`src/design/usm_pkg.sv`:
```
// ---------------------------------------------------------------------------
// usm_pkg
// Shared types, constants and helpers of the UV sphere point generator.
// ---------------------------------------------------------------------------
package usm_pkg;

  // Segment count limits
  localparam logic [8:0] MAX_SEGMENTS = 9'd256;
  localparam logic [8:0] MIN_SEGMENTS = 9'd3;

  // Divider geometry: 17-bit quotient, 9-bit divisor
  localparam int QUO_W = 17;
  localparam int NUM_W = 25;
  localparam int DEN_W = 9;

  // Face mode emits six indices, beat 0..5
  localparam logic [2:0] LAST_BEAT = 3'd5;

  // pi in Q30
  localparam longint unsigned PI_Q30 = 64'd3373259426;

  // Register map
  typedef enum logic [2:0] {
    REG_RING_COUNT    = 3'd0,
    REG_SECTION_COUNT = 3'd1,
    REG_SPHERE_RADIUS = 3'd2,
    REG_CENTRE_X      = 3'd3,
    REG_CENTRE_Y      = 3'd4,
    REG_CENTRE_Z      = 3'd5,
    REG_BASE_INDEX    = 3'd6
  } reg_idx_t;

  // Request sideband carried along the pipeline
  typedef struct packed {
    logic        valid;
    logic        mode;
    logic        bad;
    logic [15:0] ps;
    logic [15:0] cs;
    logic [16:0] tex_u;
    logic [16:0] tex_v;
  } side_t;

  // Clamp a count to MIN_SEGMENTS..MAX_SEGMENTS
  function automatic logic [8:0] eff_count(input logic [8:0] c);
    logic [8:0] v;
    v = c;
    if (v > MAX_SEGMENTS) v = MAX_SEGMENTS;
    if (v < MIN_SEGMENTS) v = MIN_SEGMENTS;
    return v;
  endfunction

  // Saturate to signed 16 bits
  function automatic logic signed [15:0] sat16(input logic signed [19:0] v);
    logic signed [15:0] r;
    if (v > 20'sd32767) r = 16'sh7fff;
    else if (v < -20'sd32768) r = 16'sh8000;
    else r = v[15:0];
    return r;
  endfunction

  // Quarter-wave sine entry in Q1.14, Taylor series in Q30 (elaboration only)
  function automatic logic [14:0] rom_sin(input int x, input int ab);
    longint unsigned q;
    longint unsigned a;
    longint unsigned a2;
    longint unsigned term;
    longint          sum;
    longint          r;
    q    = 64'd1 << (ab - 2);
    a    = (longint'(x) * PI_Q30 + q) >> (ab - 1);
    a2   = (a * a) >> 30;
    term = a;
    sum  = longint'(a);
    term = ((term * a2) >> 30) / 6;   sum = sum - longint'(term);
    term = ((term * a2) >> 30) / 20;  sum = sum + longint'(term);
    term = ((term * a2) >> 30) / 42;  sum = sum - longint'(term);
    term = ((term * a2) >> 30) / 72;  sum = sum + longint'(term);
    term = ((term * a2) >> 30) / 110; sum = sum - longint'(term);
    term = ((term * a2) >> 30) / 156; sum = sum + longint'(term);
    term = ((term * a2) >> 30) / 210; sum = sum - longint'(term);
    if (sum < 0) sum = 0;
    r = (sum + 32768) >>> 16;
    if (r > 16384) r = 16384;
    return r[14:0];
  endfunction

endpackage

```
`src/design/usm_div.sv`:
```
// ---------------------------------------------------------------------------
// usm_div
// Pipelined restoring divider, one quotient bit per stage.
// ---------------------------------------------------------------------------
module usm_div import usm_pkg::*; #(
  parameter int NW = 25,
  parameter int QW = 17,
  parameter int DW = 9
) (
  input  logic          clk,
  input  logic          en,
  input  logic [NW-1:0] num,
  input  logic [DW-1:0] den,
  output logic [QW-1:0] quo
);

  logic [DW-1:0] rem_q [0:QW-1];
  logic [QW-1:0] low_q [0:QW-1];
  logic [QW-1:0] quo_q [0:QW-1];

  // One step: shift in a numerator bit, subtract if it fits
  genvar k;
  generate
    for (k = 0; k < QW; k++) begin : g_stage
      logic [DW-1:0] rem_in;
      logic [QW-1:0] low_in;
      logic [QW-1:0] quo_in;
      logic [DW:0]   shifted;
      logic          fits;
      if (k == 0) begin : g_first
        assign rem_in = DW'(num[NW-1:QW]);
        assign low_in = num[QW-1:0];
        assign quo_in = '0;
      end else begin : g_next
        assign rem_in = rem_q[k-1];
        assign low_in = low_q[k-1];
        assign quo_in = quo_q[k-1];
      end
      assign shifted = {rem_in, low_in[QW-1]};
      assign fits    = shifted >= {1'b0, den};
      always_ff @(posedge clk) begin
        if (en) begin
          rem_q[k] <= fits ? DW'(shifted - {1'b0, den}) : shifted[DW-1:0];
          low_q[k] <= {low_in[QW-2:0], 1'b0};
          quo_q[k] <= {quo_in[QW-2:0], fits};
        end
      end
    end
  endgenerate

  assign quo = quo_q[QW-1];

endmodule

```
`config.mk`:
```
export PLATFORM = sky130hd
export DESIGN_NAME = usm_div
export DESIGN_NICKNAME = d
export VERILOG_FILES = /design/src/design/usm_pkg.sv /design/src/design/usm_div.sv
export SDC_FILE = /design/constraint.sdc
export NUM_CORES = 1
export LEC_CHECK = 0
export BUFFER_PORTS_ARGS = -buffer_cell sky130_fd_sc_hd__buf_2
export CORE_UTILIZATION = 56
export CTS_CLUSTER_DIAMETER = 80
export DETAILED_ROUTE_END_ITERATION = 16
export PLACE_DENSITY_LB_ADDON = 0.08
export SYNTH_ARGS = -nofsm -noshare
export SYNTH_HDL_FRONTEND = slang
export SYNTH_SLANG_ARGS = --single-unit
```
`constraint.sdc`:
```
create_clock -name clk -period 3.5 [get_ports clk]
set_input_delay 0.175 -clock clk [delete_from_list [all_inputs] [get_ports clk]]
set_output_delay 0.175 -clock clk [all_outputs]
set_load 0.02 [all_outputs]
```
======== Word level (Yosys, flattened, before mapping) ========
Memory sizes are Yosys's and may differ from the RTL's.
Index checks and enable logic that the tools add are counted.
operators by class
  add/sub/neg operators ................... 17
  order comparisons ....................... 17
  mux-type cells .......................... 19
operators by type and width
  cell           number
  $ge A10 B9 Y1  16
  $mux W9        17
  $sub A9 B9 Y9  17
  $ge A9 B9 Y1   1
  $mux W1        2
storage, ports and cells
  register bits ........................... 0
  bits in writable memories ............... 714
  bits of input ports ..................... 36
  output and inout port bits .............. 17
  word-level logic and storage cells ...... 56
  memories ................................ 3
memories
  memory  words  bits a word  read ports  clocked after memory_dff  write ports  line           RTL
  quo_q   17     17           17          0                         17           usm_div.sv:19  logic [QW-1:0] quo_q [0:QW-1];
  low_q   17     16           16          0                         17           usm_div.sv:18  logic [QW-1:0] low_q [0:QW-1];
  rem_q   17     9            16          0                         17           usm_div.sv:17  logic [DW-1:0] rem_q [0:QW-1];

======== Logic depth before layout (Yosys ltp) ========
An unclocked memory read counts as a cell.
  depth after elaboration ................. 3
  depth in mapped cells ................... 11
  mapped depth without buffers ............ 10

======== Worst setup path after synthesis ========
OpenSTA, ideal clock, no wires.
  kind .................................... in2reg
  start point ............................. input port den[1]
  end point ............................... memory rem_q[0][2], data pin
  library setup time ...................... 260 ps
  arrival ................................. 2753 ps
  required time ........................... 3240 ps
  setup slack ............................. 487 ps
  cell stages on the path ................. 6
  path buffers ............................ 0
  cells stage by stage .................... inv_1 > ha_1 > a21o_1 > a211o_1 > a211oi_4 > mux2_2
RTL lines
  element      line           RTL
  from (decl)  usm_div.sv:13  input logic [DW-1:0] den,
  to (decl)    usm_div.sv:17

==> summary.md <==
| Metric | Value |
|---|---|
| Status | completed |
| Sw frac | 0.310 |
| Clock Tree Root | clkbuf_16 |
| Tot Pwr | 0.0193 W |
| Ys Warns | 0 |
| Layout Skew | 0.00944 ns |
| Power Density | 813 nW/um2 |
| # rows | 70 |
| Mean Syn Cell Area | 14.6 um2 |
| Clock latency on the worst-skew pair | 0.57 ns |
| First-pass GRT wire length | 59,500 um |
| Port Buffer Count | 52 |
| Gate Count Post-Synth | 1,440 |
| CP Launch Type | register |
| Worst-margin pin slew | 0.865 ns |
| Drt initial violations | 678 |
| Die area | 38,300 um2 |
| Total track usage | 0.197 |
| # Post-CTS Setup Buffers | 0 |
| Fraction of layout cells with a size suffix above 1 | 0.167 |
| DR vias | 11,900 |
| Largest family of logic cells by synthesized area | compound AO/OA/AOI/OAI gates |
| Final hold violation count | 0 |
| Seq/Total Area, Yosys | 0.618 |
| CTS Buffer Depth | 3 |
| CTS tree | yes |
| Initial Util | 0.572 |
| GRT overflow | 0 |
| CP Max Fanout | 6 |
| Worst VDD drop | 493 uV |
| Post-DP HPWL | 25,000 um |
| Worst slew margin | 0.424 |
| RSZ-0062 raised after global routing | no |
| Drt total wl | 36,800 um |
| Die X | 196 um |
| Mapped Area | 21,000 um2 |
| Synth Area in Adders | 0.106 |
| Number of antenna violations at the first check in global routing | 0 |
| Int Pwr | 0.0133 W |
| EDFF count, synth | 433 |
| Die height | 196 um |
| Detail Route Antenna Nets | 0 |
| Crit path time final | 2.72 ns |
| Seq pwr share | 0.407 |
| # Max-Cap Violations | 0 |
| Synth Area in Compound Gates | 0.109 |
| Post-Synth Simple-Gate Area | 0.0570 |
| Multiplexer area fraction after synthesis | 0.0640 |
| Fin. max-slew vios | 0 |
| FMAX | 367 MHz |
| 1st-pass router iterations | 5 |
| Clock power frac | 0.233 |
| Final nets | 1,797 |
| Count leader, synth | edfxtp_1 |
| Worst EP required | 3.82 ns |
| CTS Buf Count | 45 |
| Seq cells post-synth | 433 |
| Crit Path Category | reg2reg |
| Yosys top cell area share | 0.618 |
| Worst EP arrival | 3.04 ns |
| Post-synth top cells | 433 x edfxtp_1, 153 x ha_1, 99 x mux2_2 |
| Worst-path clk slew | 0.06 ns |
| Area grow syn2layout | 13.2% |
| DRC | 0 |
| WL/cell | 17.6 um |
| Worst min-delay path category | in2reg |
| Distinct cell type count after synthesis | 67 |
| Top-Level Pins | 53 |
| Synth top area cells | edfxtp_1 62%, ha_1 9.1%, mux2_2 5.3% |
| Dominant synthesized flop cell | edfxtp_1 |
| Final setup viols | 0 |
| GPL Wtd Cong | 0.901 |
| Period utilization | 0.778 |
| Combinational power share | 0.360 |
| Vias in the first global route | 11,700 |
| Net Count, Synth | 1,645 |
| Fraction of registers with async set/reset | 0 |
| Synth Area in XOR/XNOR | 0.0308 |
| # H-tree levels | 2 |
| CORE AREA | 36,800 um2 |
| Leak Pwr | 9.02 nW |
| # diodes | 0 |
| Psw | 0.00600 W |
| Largest area contributor in the netlist | edfxtp_1 |
| TNS Setup | 0 ns |
| Critical Path End Type | register |
| Clock Sinks | 433 |
| Largest net degree at the start of global routing | 108 |
| Via density per instance | 5.70 |
-- layer usage --
metal	vias to the layer above	GRT usage	share of wire
li1	5921	-	-
met1	5761	0.269	0.47
met4	0	0.0726	0.024
met3	56	0.0284	0.036
met5	-	0	0
met2	190	0.324	0.47
-- sequential cells by signal (all words and copies together), names as in the netlist --
signal,count
rem_q,144
quo_q,153
low_q,136
-- per-stage QoR --
step / setup slack (ns) / hold slack (ns) / instance area (um2) / instances / utilization
2_1_floorplan: 0.487 / 0.274 / 21000 / 1440 / -
3_3_place_gp: 0.549 / 0.351 / 22200 / 1989 / 0.603
3_5_place_dp: 0.519 / 0.353 / 22200 / 1989 / 0.603
4_1_cts: 0.775 / 0.0134 / 23800 / 2093 / 0.647
5_1_grt: 0.567 / 0.0673 / 23800 / 2093 / 0.647
6_report: 0.777 / 0.0379 / 23800 / 2093 / 0.647
-- cell families after synthesis --
logic type	count (synthesis)
adders and majority gates	169
buffers and inverters	81
muxes	122
AOI/OAI and AO/OA	327
DFF	433
xor gates and xnor gates	74
and+or+nand+nor	234
-- area by class of cell --
| class | instances | area, um2 |
|---|---|---|
| Sequential cell | 433 | 13000 |
| Fill cell | 2715 | 13000 |
| Multi-Input combinational cell | 926 | 7710 |
| Clock buffer | 54 | 1160 |
| Timing Repair Buffer | 110 | 841 |
| Tap cell | 468 | 586 |
| Inverter | 76 | 288 |
| Clock inverter | 26 | 219 |
-- timing repair --
action	CTS	global route
resized for setup	0	0
hold buffers	24	0
hold endpoints to repair	24	0
-- worst paths after layout --
check	from	endpoint	slack [ns]	depth (start not counted)
setup reg to reg	low_q[0][79]$_DFFE_PP_	rem_q[0][49]$_DFFE_PP_	0.78	10
setup / recovery	low_q[0][79]$_DFFE_PP_	rem_q[0][49]$_DFFE_PP_	0.78	10
hold / removal	num[17]	rem_q[0][1]$_DFFE_PP_	0.04	3
hold reg to reg	low_q[0][94]$_DFFE_PP_	low_q[0][111]$_DFFE_PP_	0.41	0
-- worst max-delay path, stage by stage, from the launching register on --
cell and delay [ns]:
edfxtp_1 0.42, inv_1 0.08, ha_1 0.15, inv_1 0.05, fa_1 0.42, a21oi_1 0.21, a21oi_1 0.09, o21bai_1 0.29
and2_0 0.37, inv_2 0.11, mux2_2 0.28
-- power groups by stage --
stage / clock, W / combinational [W] / sequential (W)
2_1_floorplan: 0 / 0.00552 / 0.00776
3_3_place_gp: 0 / 0.00675 / 0.00798
3_5_place_dp: 0 / 0.00689 / 0.00799
4_1_cts: 0.00464 / 0.00697 / 0.00789
5_1_grt: 0.00482 / 0.00776 / 0.00798
6_report: 0.00450 / 0.00697 / 0.00787
-- cells in the final DEF (no fill, tap or decap), types with 14 or more instances in the layout --
cell / instances
o21ai_0: 50
o21a_1: 17
mux2_2: 99
a21oi_1: 93
nand2b_1: 26
fa_1: 16
mux2i_1: 22
buf_4: 28
ha_1: 153
nor2_1: 64
dlygate4sd3_1: 24
nand4_1: 26
inv_1: 72
o31ai_1: 14
clkbuf_16: 45
xnor2_1: 58
nor2b_1: 16
buf_2: 51
edfxtp_1: 433
a211oi_1: 18
nand2_1: 38
xor2_1: 16
a21o_1: 37
nand3_1: 20
Power figures use the tool's default switching activity.
