**src/design/usm_pkg.sv**
```systemverilog
// ---------------------------------------------------------------------------
// usm_pkg
// Shared types, constants and helpers of the UV sphere point generator.
// ---------------------------------------------------------------------------
package usm_pkg;

  // Segment count limits
  localparam logic [8:0] MAX_SEGMENTS = 9'd256;
  localparam logic [8:0] MIN_SEGMENTS = 9'd3;

  // Divider geometry: 17-bit quotient, 9-bit divisor
  localparam int QUO_W = 17;
  localparam int NUM_W = 25;
  localparam int DEN_W = 9;

  // Face mode emits six indices, beat 0..5
  localparam logic [2:0] LAST_BEAT = 3'd5;

  // pi in Q30
  localparam longint unsigned PI_Q30 = 64'd3373259426;

  // Register map
  typedef enum logic [2:0] {
    REG_RING_COUNT    = 3'd0,
    REG_SECTION_COUNT = 3'd1,
    REG_SPHERE_RADIUS = 3'd2,
    REG_CENTRE_X      = 3'd3,
    REG_CENTRE_Y      = 3'd4,
    REG_CENTRE_Z      = 3'd5,
    REG_BASE_INDEX    = 3'd6
  } reg_idx_t;

  // Request sideband carried along the pipeline
  typedef struct packed {
    logic        valid;
    logic        mode;
    logic        bad;
    logic [15:0] ps;
    logic [15:0] cs;
    logic [16:0] tex_u;
    logic [16:0] tex_v;
  } side_t;

  // Clamp a count to MIN_SEGMENTS..MAX_SEGMENTS
  function automatic logic [8:0] eff_count(input logic [8:0] c);
    logic [8:0] v;
    v = c;
    if (v > MAX_SEGMENTS) v = MAX_SEGMENTS;
    if (v < MIN_SEGMENTS) v = MIN_SEGMENTS;
    return v;
  endfunction

  // Saturate to signed 16 bits
  function automatic logic signed [15:0] sat16(input logic signed [19:0] v);
    logic signed [15:0] r;
    if (v > 20'sd32767) r = 16'sh7fff;
    else if (v < -20'sd32768) r = 16'sh8000;
    else r = v[15:0];
    return r;
  endfunction

  // Quarter-wave sine entry in Q1.14, Taylor series in Q30 (elaboration only)
  function automatic logic [14:0] rom_sin(input int x, input int ab);
    longint unsigned q;
    longint unsigned a;
    longint unsigned a2;
    longint unsigned term;
    longint          sum;
    longint          r;
    q    = 64'd1 << (ab - 2);
    a    = (longint'(x) * PI_Q30 + q) >> (ab - 1);
    a2   = (a * a) >> 30;
    term = a;
    sum  = longint'(a);
    term = ((term * a2) >> 30) / 6;   sum = sum - longint'(term);
    term = ((term * a2) >> 30) / 20;  sum = sum + longint'(term);
    term = ((term * a2) >> 30) / 42;  sum = sum - longint'(term);
    term = ((term * a2) >> 30) / 72;  sum = sum + longint'(term);
    term = ((term * a2) >> 30) / 110; sum = sum - longint'(term);
    term = ((term * a2) >> 30) / 156; sum = sum + longint'(term);
    term = ((term * a2) >> 30) / 210; sum = sum - longint'(term);
    if (sum < 0) sum = 0;
    r = (sum + 32768) >>> 16;
    if (r > 16384) r = 16384;
    return r[14:0];
  endfunction

endpackage

```
**src/design/usm_out.sv**
```systemverilog
// ---------------------------------------------------------------------------
// usm_out
// Output holding register and face index sequencer.
// ---------------------------------------------------------------------------
module usm_out import usm_pkg::*; (
  input  logic               clk,
  input  logic               rst,
  input  side_t              side,
  input  logic signed [15:0] in_pos_x,
  input  logic signed [15:0] in_pos_y,
  input  logic signed [15:0] in_pos_z,
  input  logic signed [15:0] in_norm_x,
  input  logic signed [15:0] in_norm_y,
  input  logic signed [15:0] in_norm_z,
  output logic               adv,
  output logic               out_valid,
  input  logic               out_ready,
  output logic signed [15:0] pos_x,
  output logic signed [15:0] pos_y,
  output logic signed [15:0] pos_z,
  output logic signed [15:0] norm_x,
  output logic signed [15:0] norm_y,
  output logic signed [15:0] norm_z,
  output logic [16:0]        tex_u,
  output logic [16:0]        tex_v,
  output logic [15:0]        vertex_index,
  output logic               last,
  output logic               bad_request
);

  logic        hv;
  logic        hmode;
  logic        hbad;
  logic [2:0]  beat;
  logic [15:0] ps, ps1, cs1, cs;
  logic [15:0] sel;
  logic        zero_geo;

  assign zero_geo = side.mode | side.bad;
  assign last     = hbad | ~hmode | (beat == LAST_BEAT);
  assign adv      = ~hv | (out_ready & last);

  // Holding register
  always_ff @(posedge clk) begin
    if (rst) begin
      hv   <= 1'b0;
      beat <= '0;
    end else if (adv) begin
      hv   <= side.valid;
      beat <= '0;
    end else if (out_ready) begin
      beat <= beat + 3'd1;
    end
  end

  always_ff @(posedge clk) begin
    if (adv) begin
      hmode  <= side.mode;
      hbad   <= side.bad;
      ps     <= side.ps;
      ps1    <= side.ps + 16'd1;
      cs     <= side.cs;
      cs1    <= side.cs + 16'd1;
      pos_x  <= zero_geo ? '0 : in_pos_x;
      pos_y  <= zero_geo ? '0 : in_pos_y;
      pos_z  <= zero_geo ? '0 : in_pos_z;
      norm_x <= zero_geo ? '0 : in_norm_x;
      norm_y <= zero_geo ? '0 : in_norm_y;
      norm_z <= zero_geo ? '0 : in_norm_z;
      tex_u  <= zero_geo ? '0 : side.tex_u;
      tex_v  <= zero_geo ? '0 : side.tex_v;
    end
  end

  // Triangle order: C+s, P+s, C+s+1, C+s+1, P+s, P+s+1
  always_comb begin
    unique case (beat)
      3'd0:       sel = cs;
      3'd1:       sel = ps;
      3'd2, 3'd3: sel = cs1;
      3'd4:       sel = ps;
      3'd5:       sel = ps1;
      default:    sel = '0;
    endcase
  end

  assign out_valid    = hv;
  assign vertex_index = (hmode & ~hbad) ? sel : '0;
  assign bad_request  = hbad;

`ifndef SYNTHESIS
  a_beat_range: assert property (@(posedge clk) disable iff (rst)
    hv |-> beat <= LAST_BEAT)
    else $error("face beat counter out of range");

  a_single_beat: assert property (@(posedge clk) disable iff (rst)
    (hv && (!hmode || hbad)) |-> beat == 3'd0)
    else $error("single-result request advanced beat");

  a_bad_zero: assert property (@(posedge clk) disable iff (rst)
    (hv && hbad) |-> (tex_u == '0 && pos_x == '0 && vertex_index == '0))
    else $error("flagged result carries data");

  a_reset_empty: assert property (@(posedge clk)
    rst |=> !hv)
    else $error("output holds a result after reset");
`endif

endmodule

```
**config.mk**
```make
export PLATFORM = sky130hd
export DESIGN_NAME = usm_out
export DESIGN_NICKNAME = d
export VERILOG_FILES = /design/src/design/usm_pkg.sv /design/src/design/usm_out.sv
export SDC_FILE = /design/constraint.sdc
export NUM_CORES = 1
export LEC_CHECK = 0
export ABC_AREA = 0
export BUFFER_PORTS_ARGS = -buffer_cell sky130_fd_sc_hd__buf_4
export CAP_MARGIN = 20
export CORE_MARGIN = 2
export CORE_UTILIZATION = 25
export CTS_CLUSTER_SIZE = 12
export DETAILED_ROUTE_END_ITERATION = 7
export PLACE_DENSITY_LB_ADDON = 0.05
export SLEW_MARGIN = 20
export SYNTH_ARGS = -nofsm -noshare
export SYNTH_HDL_FRONTEND = slang
export SYNTH_SLANG_ARGS = --single-unit
```
**constraint.sdc**
```tcl
create_clock -name clk -period 4.7 [get_ports clk]
set_input_delay 0.47 -clock clk [delete_from_list [all_inputs] [get_ports clk]]
set_output_delay 0.47 -clock clk [all_outputs]
set_load 0.01 [all_outputs]
```
**After elaboration in Yosys (flattened, before gate mapping)**

Index checks and enable logic that the tools add are counted.
Widths: inputs -> output; s select.

- Word-level logic and storage cells: 39
- Output and inout bits: 150
- Bits of input ports: 168
- Memory bits (writable): 0
- Memories kept: 0
- ROM bits: 0
- Flip-flop bits (word level): 200
- Latch bits: 0

- Magnitude comparators: 0
- Bitwise gates (word level): 9
- Muxes and demuxes: 2
- Divide/modulo/power cells: 0
- Reduce and logical (&&, ||, !) cells: 4
- Equality and inequality tests: 5
- Shifts and indexed selects: 0
- Multiply operators: 0
- $add $sub $neg: 3

Operators by type and width:

| cell | number |
|---|---|
| $pmux 16 s4 | 1 |
| $add 16x1->16 const B | 2 |
| $mux 16 | 1 |
| $eq 3x2->1 const B | 2 |
| $eq 3x3->1 const B | 2 |
| $reduce_or 2->1 | 3 |
| $or 1x1->1 | 4 |
| $add 3x1->3 const B | 1 |
| $eq 3x1->1 const B | 1 |
| $logic_not 3->1 | 1 |
| $not 1->1 | 3 |
| $and 1x1->1 | 2 |

**Depth between registers and ports, before layout**

Gate-level depths: netlist of run 1.

- Word-level depth: 6
- Mapped depth: 8
- Gate-level depth less buffers: 6

**Worst setup path before layout of run 1**

Ideal clock, no wire load.

- Path kind: reg2out
- Start point: register beat[0]
- End point: output adv
- Cell stages (with the launch flop): 5
- Setup slack: 1,775 ps
- Buffers on the path: 1
- Required time: 4,230 ps
- Arrival time: 2,455 ps
- Cells stage by stage: dfxtp_1 > ha_1 > clkbuf_1 > a21o_4 > a21bo_4

- Word-level cells in the longest chain between the ends: 4

Ends and longest elaborated chain:

| what | RTL line | source |
|---|---|---|
| start, declared | usm_out.sv:34 | `logic [2:0] beat;` |
| start signal, assigned | usm_out.sv:52 | `beat <= beat + 3'd1;` |
| $eq 3x3->1 | usm_out.sv:40 | `assign last = hbad \| ~hmode \| (beat == LAST_BEAT);` |
| $or 1x1->1 | usm_out.sv:40 |  |
| via last | usm_out.sv:27 | `output logic last,` |
| $and 1x1->1 | usm_out.sv:41 | `assign adv = ~hv \| (out_ready & last);` |
| $or 1x1->1 | usm_out.sv:41 |  |
| end, declared | usm_out.sv:15 | `output logic adv,` |

The timed path passes the listed nets, and every way through them passes these cells.

**Worst setup path after layout of run 1**

- Start point: register beat[0]
- End point: output adv

- Word-level cells in the longest chain between the ends: 4

Ends and longest elaborated chain:

| what | RTL line |
|---|---|
| $eq 3x3->1 | usm_out.sv:40 |
| $or 1x1->1 | usm_out.sv:40 |
| $and 1x1->1 | usm_out.sv:41 |
| $or 1x1->1 | usm_out.sv:41 |

No other way between the ends.

==> reports/qor.csv, run 1 <==
stage;metric;value;unit
outcome;status;finished clean;
floorplanning;Core ar.;31700;um2
drt;final WL;22800;um
global_routing;remaining global-route overflow;0;
floorplanning;Die Y;184;um
job;max_cap viols;0;
pwr;Pleak;0.00491;uW
clock_tree;clock root buffer;clkbuf_16;
clock_tree;H-tree depth;4;
clock_tree;clock insertion delay at the later pin of the skew report;0.44;ns
setup_path;startpoint types;flip-flop;
logic_synthesis;post-synthesis xor/xnor area fraction;0.0314;
logic_synthesis;Mapped Area;8080;um2
logic_synthesis;register area share after synthesis;0.738;
logic_synthesis;syn_nets;708;
logic_synthesis;largest family of logic cells by synthesized area;simple AND/OR/NAND/NOR gates;
global_routing;Tot GR Track Use;0.137;
floorplanning;die width;184;um
setup_path;CP Data Arrival Time;2.71;ns
drt;vias post-DR;5389;
drt;wire length per cell;18.1;um
drt;TritonRoute pass-1 iters;5;
clock_tree;TritonCTS Buffers;17;
sta;Hold Vio Cnt, Final;0;
drt;vias per cell;4.26;
setup_path;CP max stage delay;0.60;ns
global_routing;global-route wire length before repair;34200;um
logic_synthesis;post-synthesis adder-cell area fraction;0.0108;
setup_path;peak fanout along the critical path;35;
logic_synthesis;Yosys cell types;28;
sta;WHS;0.220;ns
logic_synthesis;synth warn;0;
drt;Final ANT Viol Nets;0;
sta;RSZ-0062 raised after global routing;false;
logic_synthesis;simple-gate share of the synthesized area;0.139;
setup_path;Worst path top cell family by delay;compound AO/OA/AOI/OAI gates;
global_routing;initial antenna violation count;2;
clock_tree;CTS tree;built;
setup_path;Worst Setup End Kind;output port;
clock_tree;Post-CTS Setup Inserts;0;
sta;Slew Limit Fails;0;
logic_synthesis;Gate Count Post-Synth;533;
setup_path;cell mode on critical path;buf_4;
layout;Fillers;3136;
clock_tree;Hold-fix buffers, CTS;0;
sta;setup TNS;0;ns
sta;Achievable Freq;315;MHz
sta;Worst Skew;0.0111;ns
placement;Port Buffers;317;
drt;number of remaining DRC errors;0;
placement;Placer Congestion;0.730;
placement;DP Wirelength;16800;um
global_routing;pin count of the biggest net entering global routing;94;
floorplanning;Die Footprint;33800;um2
logic_synthesis;Yosys reg bits;200;
clock_tree;CTS Buffer Depth;2;
setup_path;critical path's slowest cell;ha_1;
setup_path;critical path class;reg -> out;
drt;drt first-iter violations;209;
layout;layout cells sized above 1;0.420;
global_routing;vias in the first global route;5799;
floorplanning;I/O pins;318;
clock_tree;Sink Count;200;
pwr;Max IR drop VDD;0.000225;V
setup_path;Bufs and invs on worst path;2;
logic_synthesis;compound-cell area share of the yosys netlist;0.0609;
clock_tree;Post-CTS Resized;0;
sta;min cycle time layout;3.18;ns
layout;synthesis-to-layout area growth;42.4;%
setup_path;WP data required;4.23;ns
sta;final setup violating endpoints;0;
floorplanning;FP Rows;65;
min_path;min-delay worst type;in -> reg;
logic_synthesis;EDFF count, synth;196;
pwr;PwrDens;361;nW/um2
sta;Final period util;0.676;
sta;max_slew headroom;0.534;
clock_tree;clk slew on worst S/H paths;0.08;ns
logic_synthesis;multiplexer area fraction after synthesis;0.00124;
floorplanning;Initial Util;0.255;
setup_path;worst-path cell chain;ha_1, buf_4, a21o_4, a21bo_4, buf_4;
logic_synthesis;Synth Flop Type;edfxtp_1;
logic_synthesis;Mean Syn Cell Area;15.2;um2
sta;actual slew at the worst max-slew pin;0.698;ns
logic_synthesis;Async SR Flop Fraction;0;
layout;Nets;1023;
## final cells by class
cell class / instances / area [um2] / area share
Clock buffer: 17 / 425 / 0.0370
Timing Repair Buffer: 324 / 2460 / 0.214
Multi-Input combinational cell: 298 / 1980 / 0.172
Inverter: 7 / 26.3 / 0.00228
Antenna cell: 1 / 2.50 / 0.000217
Sequential cell: 200 / 5970 / 0.518
Tap cell: 402 / 503 / 0.0437
Clock inverter: 15 / 151 / 0.0132
## worst paths after layout
check | from | slack (ns) | endpoint | cells after the start
setup / recovery | beat[0]$_SDFFE_PP0P_ | 1.52 | adv | 5
hold / removal | side[49] | 0.22 | cs[15]$_DFFE_PP_ | 1
setup reg to reg | beat[0]$_SDFFE_PP0P_ | 1.77 | bad_request$_DFFE_PP_ | 5
hold reg to reg | beat[0]$_SDFFE_PP0P_ | 0.59 | beat[0]$_SDFFE_PP0P_ | 2
## worst reg2reg max path, cell delays in order (launching register included)
cell	delay, ns
dfxtp_1	0.40
ha_1	0.60
buf_4	0.35
a21o_4	0.16
a21bo_4	0.49
buf_12	0.46
## power by group
group          internal [uW]  switching [uW]
combinational            272             249
sequential              2120            47.9
clock                    785             676
## Yosys cell counts (2+ instances only)
cell type	n	area [um2]
edfxtp_1	196	5890
and2_1	130	813
a21oi_1	33	165
nor2_1	25	93.8
clkbuf_1	21	78.8
xnor2_1	18	158
a221oi_1	16	140
a22oi_1	16	120
nand3_1	12	60.1
xor2_1	11	96.3
nand2_1	10	37.5
ha_1	7	87.6
inv_1	7	26.3
buf_2	6	30.0
and3_1	5	31.3
dfxtp_1	4	80.1
nor3_1	3	15.0
and4_1	2	17.5
nand4_1	2	12.5
## flip-flops by register name, indices dropped and copies added (netlist names)
signal / count
hmode: 1
tex_v: 17
norm_x: 16
ps1: 16
pos_x: 16
out_valid: 1
norm_y: 16
ps: 16
pos_z: 16
beat: 3
norm_z: 16
tex_u: 17
bad_request: 1
cs: 16
pos_y: 16
cs1: 16
## stage by stage
step / cell area [um2] / util / setup WS (ns) / power [uW] / cells
floorplan: 8080 / - / 1.78 / 2390 / 533
global placement: 10900 / 0.344 / 1.83 / 2740 / 1231
detailed placement: 10900 / 0.344 / 1.77 / 2740 / 1231
CTS: 11500 / 0.363 / 1.43 / 4220 / 1263
global route: 11500 / 0.363 / 1.28 / 4330 / 1264
finish: 11500 / 0.363 / 1.52 / 4150 / 1264
## metal layers
metal,GRT usage,vias to the layer above,part of all wire
met5,0,-,0.00057
met4,0.0416,2,0.016
met3,0.0689,16,0.099
met2,0.232,210,0.50
met1,0.151,2594,0.38
li1,-,2567,-
## logic make-up after synthesis
kind of cell | after synthesis
DFF | 200
xor gates and xnor gates | 29
muxes | 1
AOI/OAI and AO/OA | 69
and+or+nand+nor | 192
adders and majority gates | 7
buffers and inverters | 35
## cell usage in the layout, fill, tap and decap left out, types with 5 or more instances in the layout
cell type,count
a21oi_1,33
a221oi_1,16
a22oi_1,16
and2_1,130
and3_1,5
buf_4,322
clkbuf_16,17
edfxtp_1,196
ha_1,6
inv_1,7
nand2_1,10
nand3_1,12
nor2_1,24
xnor2_1,18
xor2_1,11
Note: power is estimated with default switching activity, not from simulation.
==> run 2: changes to the inputs <==
==> constraint.sdc (replaced) <==
create_clock -name clk -period 2.7 [get_ports clk]
set_input_delay 0.27 -clock clk [delete_from_list [all_inputs] [get_ports clk]]
set_output_delay 0.27 -clock clk [all_outputs]
set_load 0.01 [all_outputs]
==> run 2 against run 1 <==
Sequential power up 74%. Non-clock buffer count grew 4. Clock-buffer cell count grew 2. Via count rose by 1.3%. Global-route usage fell by 0.22 points. Critical path type unchanged. Critical endpoint is now vertex_index[6].
==> reports/qor.csv, run 2 (synthesis results as in run 1) <==
stage;metric;value;unit
outcome;status;finished clean;
floorplanning;Die Y;184;um
sta;Hold Vio Cnt, Final;0;
drt;vias per cell;4.31;
setup_path;Worst path top cell family by delay;compound AO/OA/AOI/OAI gates;
layout;synthesis-to-layout area growth;43.2;%
clock_tree;Post-CTS Setup Inserts;0;
floorplanning;Die Footprint;33800;um2
min_path;Hold Path Stages;1;
min_path;hold endpoint;ps[10]$_DFFE_PP_;
setup_path;Worst R2R Path Depth;6;
drt;final WL;22900;um
drt;drt first-iter violations;278;
setup_path;worst-path cell chain;ha_1, ha_1, a21o_1, a21oi_1, nor2_1, buf_4;
clock_tree;clock root buffer;clkbuf_16;
clock_tree;Hold-fix buffers, CTS;0;
pwr;Pleak;0.00495;uW
setup_path;critical path's slowest cell;a21o_1;
setup_path;WP data required;2.43;ns
setup_path;CP Data Arrival Time;2.12;ns
placement;Port Buffers;317;
layout;antenna cells;0;
layout;commonest non-fill, non-tap cells in the layout;324 x buf_4, 196 x edfxtp_1, 130 x and2_1, 33 x a21oi_1, 24 x nor2_1;
pwr;Sw Ratio;0.248;
sta;WHS;0.0328;ns
setup_path;crit path launch;beat[0]$_SDFFE_PP0P_;
global_routing;pin count of the biggest net entering global routing;91;
setup_path;CP max stage delay;0.52;ns
layout;Top Registers;tex_u: 17 flops, tex_v: 17 flops;
floorplanning;I/O pins;318;
setup_path;Bufs and invs on worst path;1;
drt;TritonRoute pass-1 iters;4;
setup_path;reg-to-reg startpoint;beat[1]$_SDFFE_PP0P_;
drt;Final ANT Viol Nets;0;
clock_tree;Sink Count;200;
global_routing;global-route wire length before repair;33600;um
clock_tree;Post-CTS Resized;0;
setup_path;cell mode on critical path;ha_1;
setup_path;startpoint types;flip-flop;
setup_path;worst reg-to-reg setup slack;0.72;ns
clock_tree;H-tree depth;4;
floorplanning;die width;184;um
layout;commonest non-fill, non-tap cell in the layout;buf_4;
layout;Cell Count, Final, Fillers Out;1267;
clock_tree;CTS tree;built;
sta;actual slew at the worst max-slew pin;0.730;ns
layout;Nets;1027;
setup_path;peak fanout along the critical path;16;
sta;max_slew headroom;0.513;
sta;RSZ-0062 raised after global routing;false;
sta;min cycle time layout;2.39;ns
clock_tree;clk slew on worst S/H paths;0.08;ns
sta;Worst Skew;0.0179;ns
sta;Achievable Freq;418;MHz
layout;final core utilization;0.365;
clock_tree;TritonCTS Buffers;17;
min_path;min-delay worst type;in -> reg;
sta;setup TNS;0;ns
clock_tree;clock insertion delay at the later pin of the skew report;0.43;ns
pwr;combinational fraction of design power;0.128;
setup_path;critical path class;reg -> out;
pwr;Net Sw Power;1780;uW
drt;vias post-DR;5458;
job;max_cap viols;0;
placement;Placement Setup Slack;0.728;ns
clock_tree;CTS Buffer Depth;2;
sta;final setup violating endpoints;0;
pwr;Clock Power Share;0.348;
placement;DP Wirelength;17000;um
placement;DP Cell Count;1235;
pwr;Reg power frac;0.525;
pwr;Max IR drop VDD;0.000384;V
pwr;Power Internal;5410;uW
floorplanning;Core ar.;31700;um2
global_routing;initial antenna violation count;1;
global_routing;Tot GR Track Use;0.135;
drt;number of remaining DRC errors;0;
global_routing;vias in the first global route;5715;
setup_path;R2R Path End;tex_u[8]$_SDFFCE_PP0P_;
setup_path;Worst Setup End Kind;output port;
drt;wire length per cell;18.1;um
layout;layout cells sized above 1;0.425;
min_path;Hold Startpoint;side[60];
pwr;PwrDens;622;nW/um2
sta;Worst Setup Slack, final;0.309;ns
layout;Fillers;3174;
setup_path;Levels on crit path;6;
sta;Final period util;0.886;
floorplanning;Initial Util;0.255;
global_routing;remaining global-route overflow;0;
placement;Placer Congestion;0.778;
sta;Slew Limit Fails;0;
floorplanning;FP Rows;65;
## run 2: final cells by class
cell class	count	area, um2	share of cell area
multi-input cells	298	1990	0.172
well taps	402	503	0.0435
inverters	7	26.3	0.00227
clock buffers	19	433	0.0374
clock inverters	13	136	0.0118
repair buffers	328	2510	0.217
flip-flops and latches	200	5970	0.516
## run 2: worst max path at each step
stage | end | slack [ns]
4_1_cts | vertex_index[6] | 0.27
3_5_place_dp | norm_x[15]$_SDFFCE_PP0P_ | 0.73
5_1_grt | vertex_index[1] | 0.11
6_report | vertex_index[6] | 0.31
3_3_place_gp | norm_x[15]$_SDFFCE_PP0P_ | 0.75
2_1_floorplan | bad_request$_DFFE_PP_ | -0.07
## run 2: power by group through the flow
stage / clock, uW / sequential [uW] / combinational [uW]
floorplan: 0 / 3920 / 244
global placement: 0 / 3840 / 933
detailed placement: 0 / 3840 / 941
CTS: 2610 / 3780 / 941
global route: 2690 / 3800 / 997
finish: 2500 / 3770 / 918
## run 2: per-stage QoR
stage / instance area [um2] / power, uW
2_1_floorplan: 8100 / 4170
3_5_place_dp: 11000 / 4780
6_report: 11600 / 7190
5_1_grt: 11600 / 7490
3_3_place_gp: 11000 / 4780
4_1_cts: 11600 / 7330
## run 2: routing by layer
| layer | wire [um] | up-vias | GRT usage |
|---|---|---|---|
| met2 | 11500 | 219 | 0.229 |
| met4 | 532 | 2 | 0.0525 |
| met1 | 8430 | 2639 | 0.147 |
| met3 | 2410 | 23 | 0.0630 |
| li1 | - | 2575 | - |
| met5 | 13 | - | 0 |
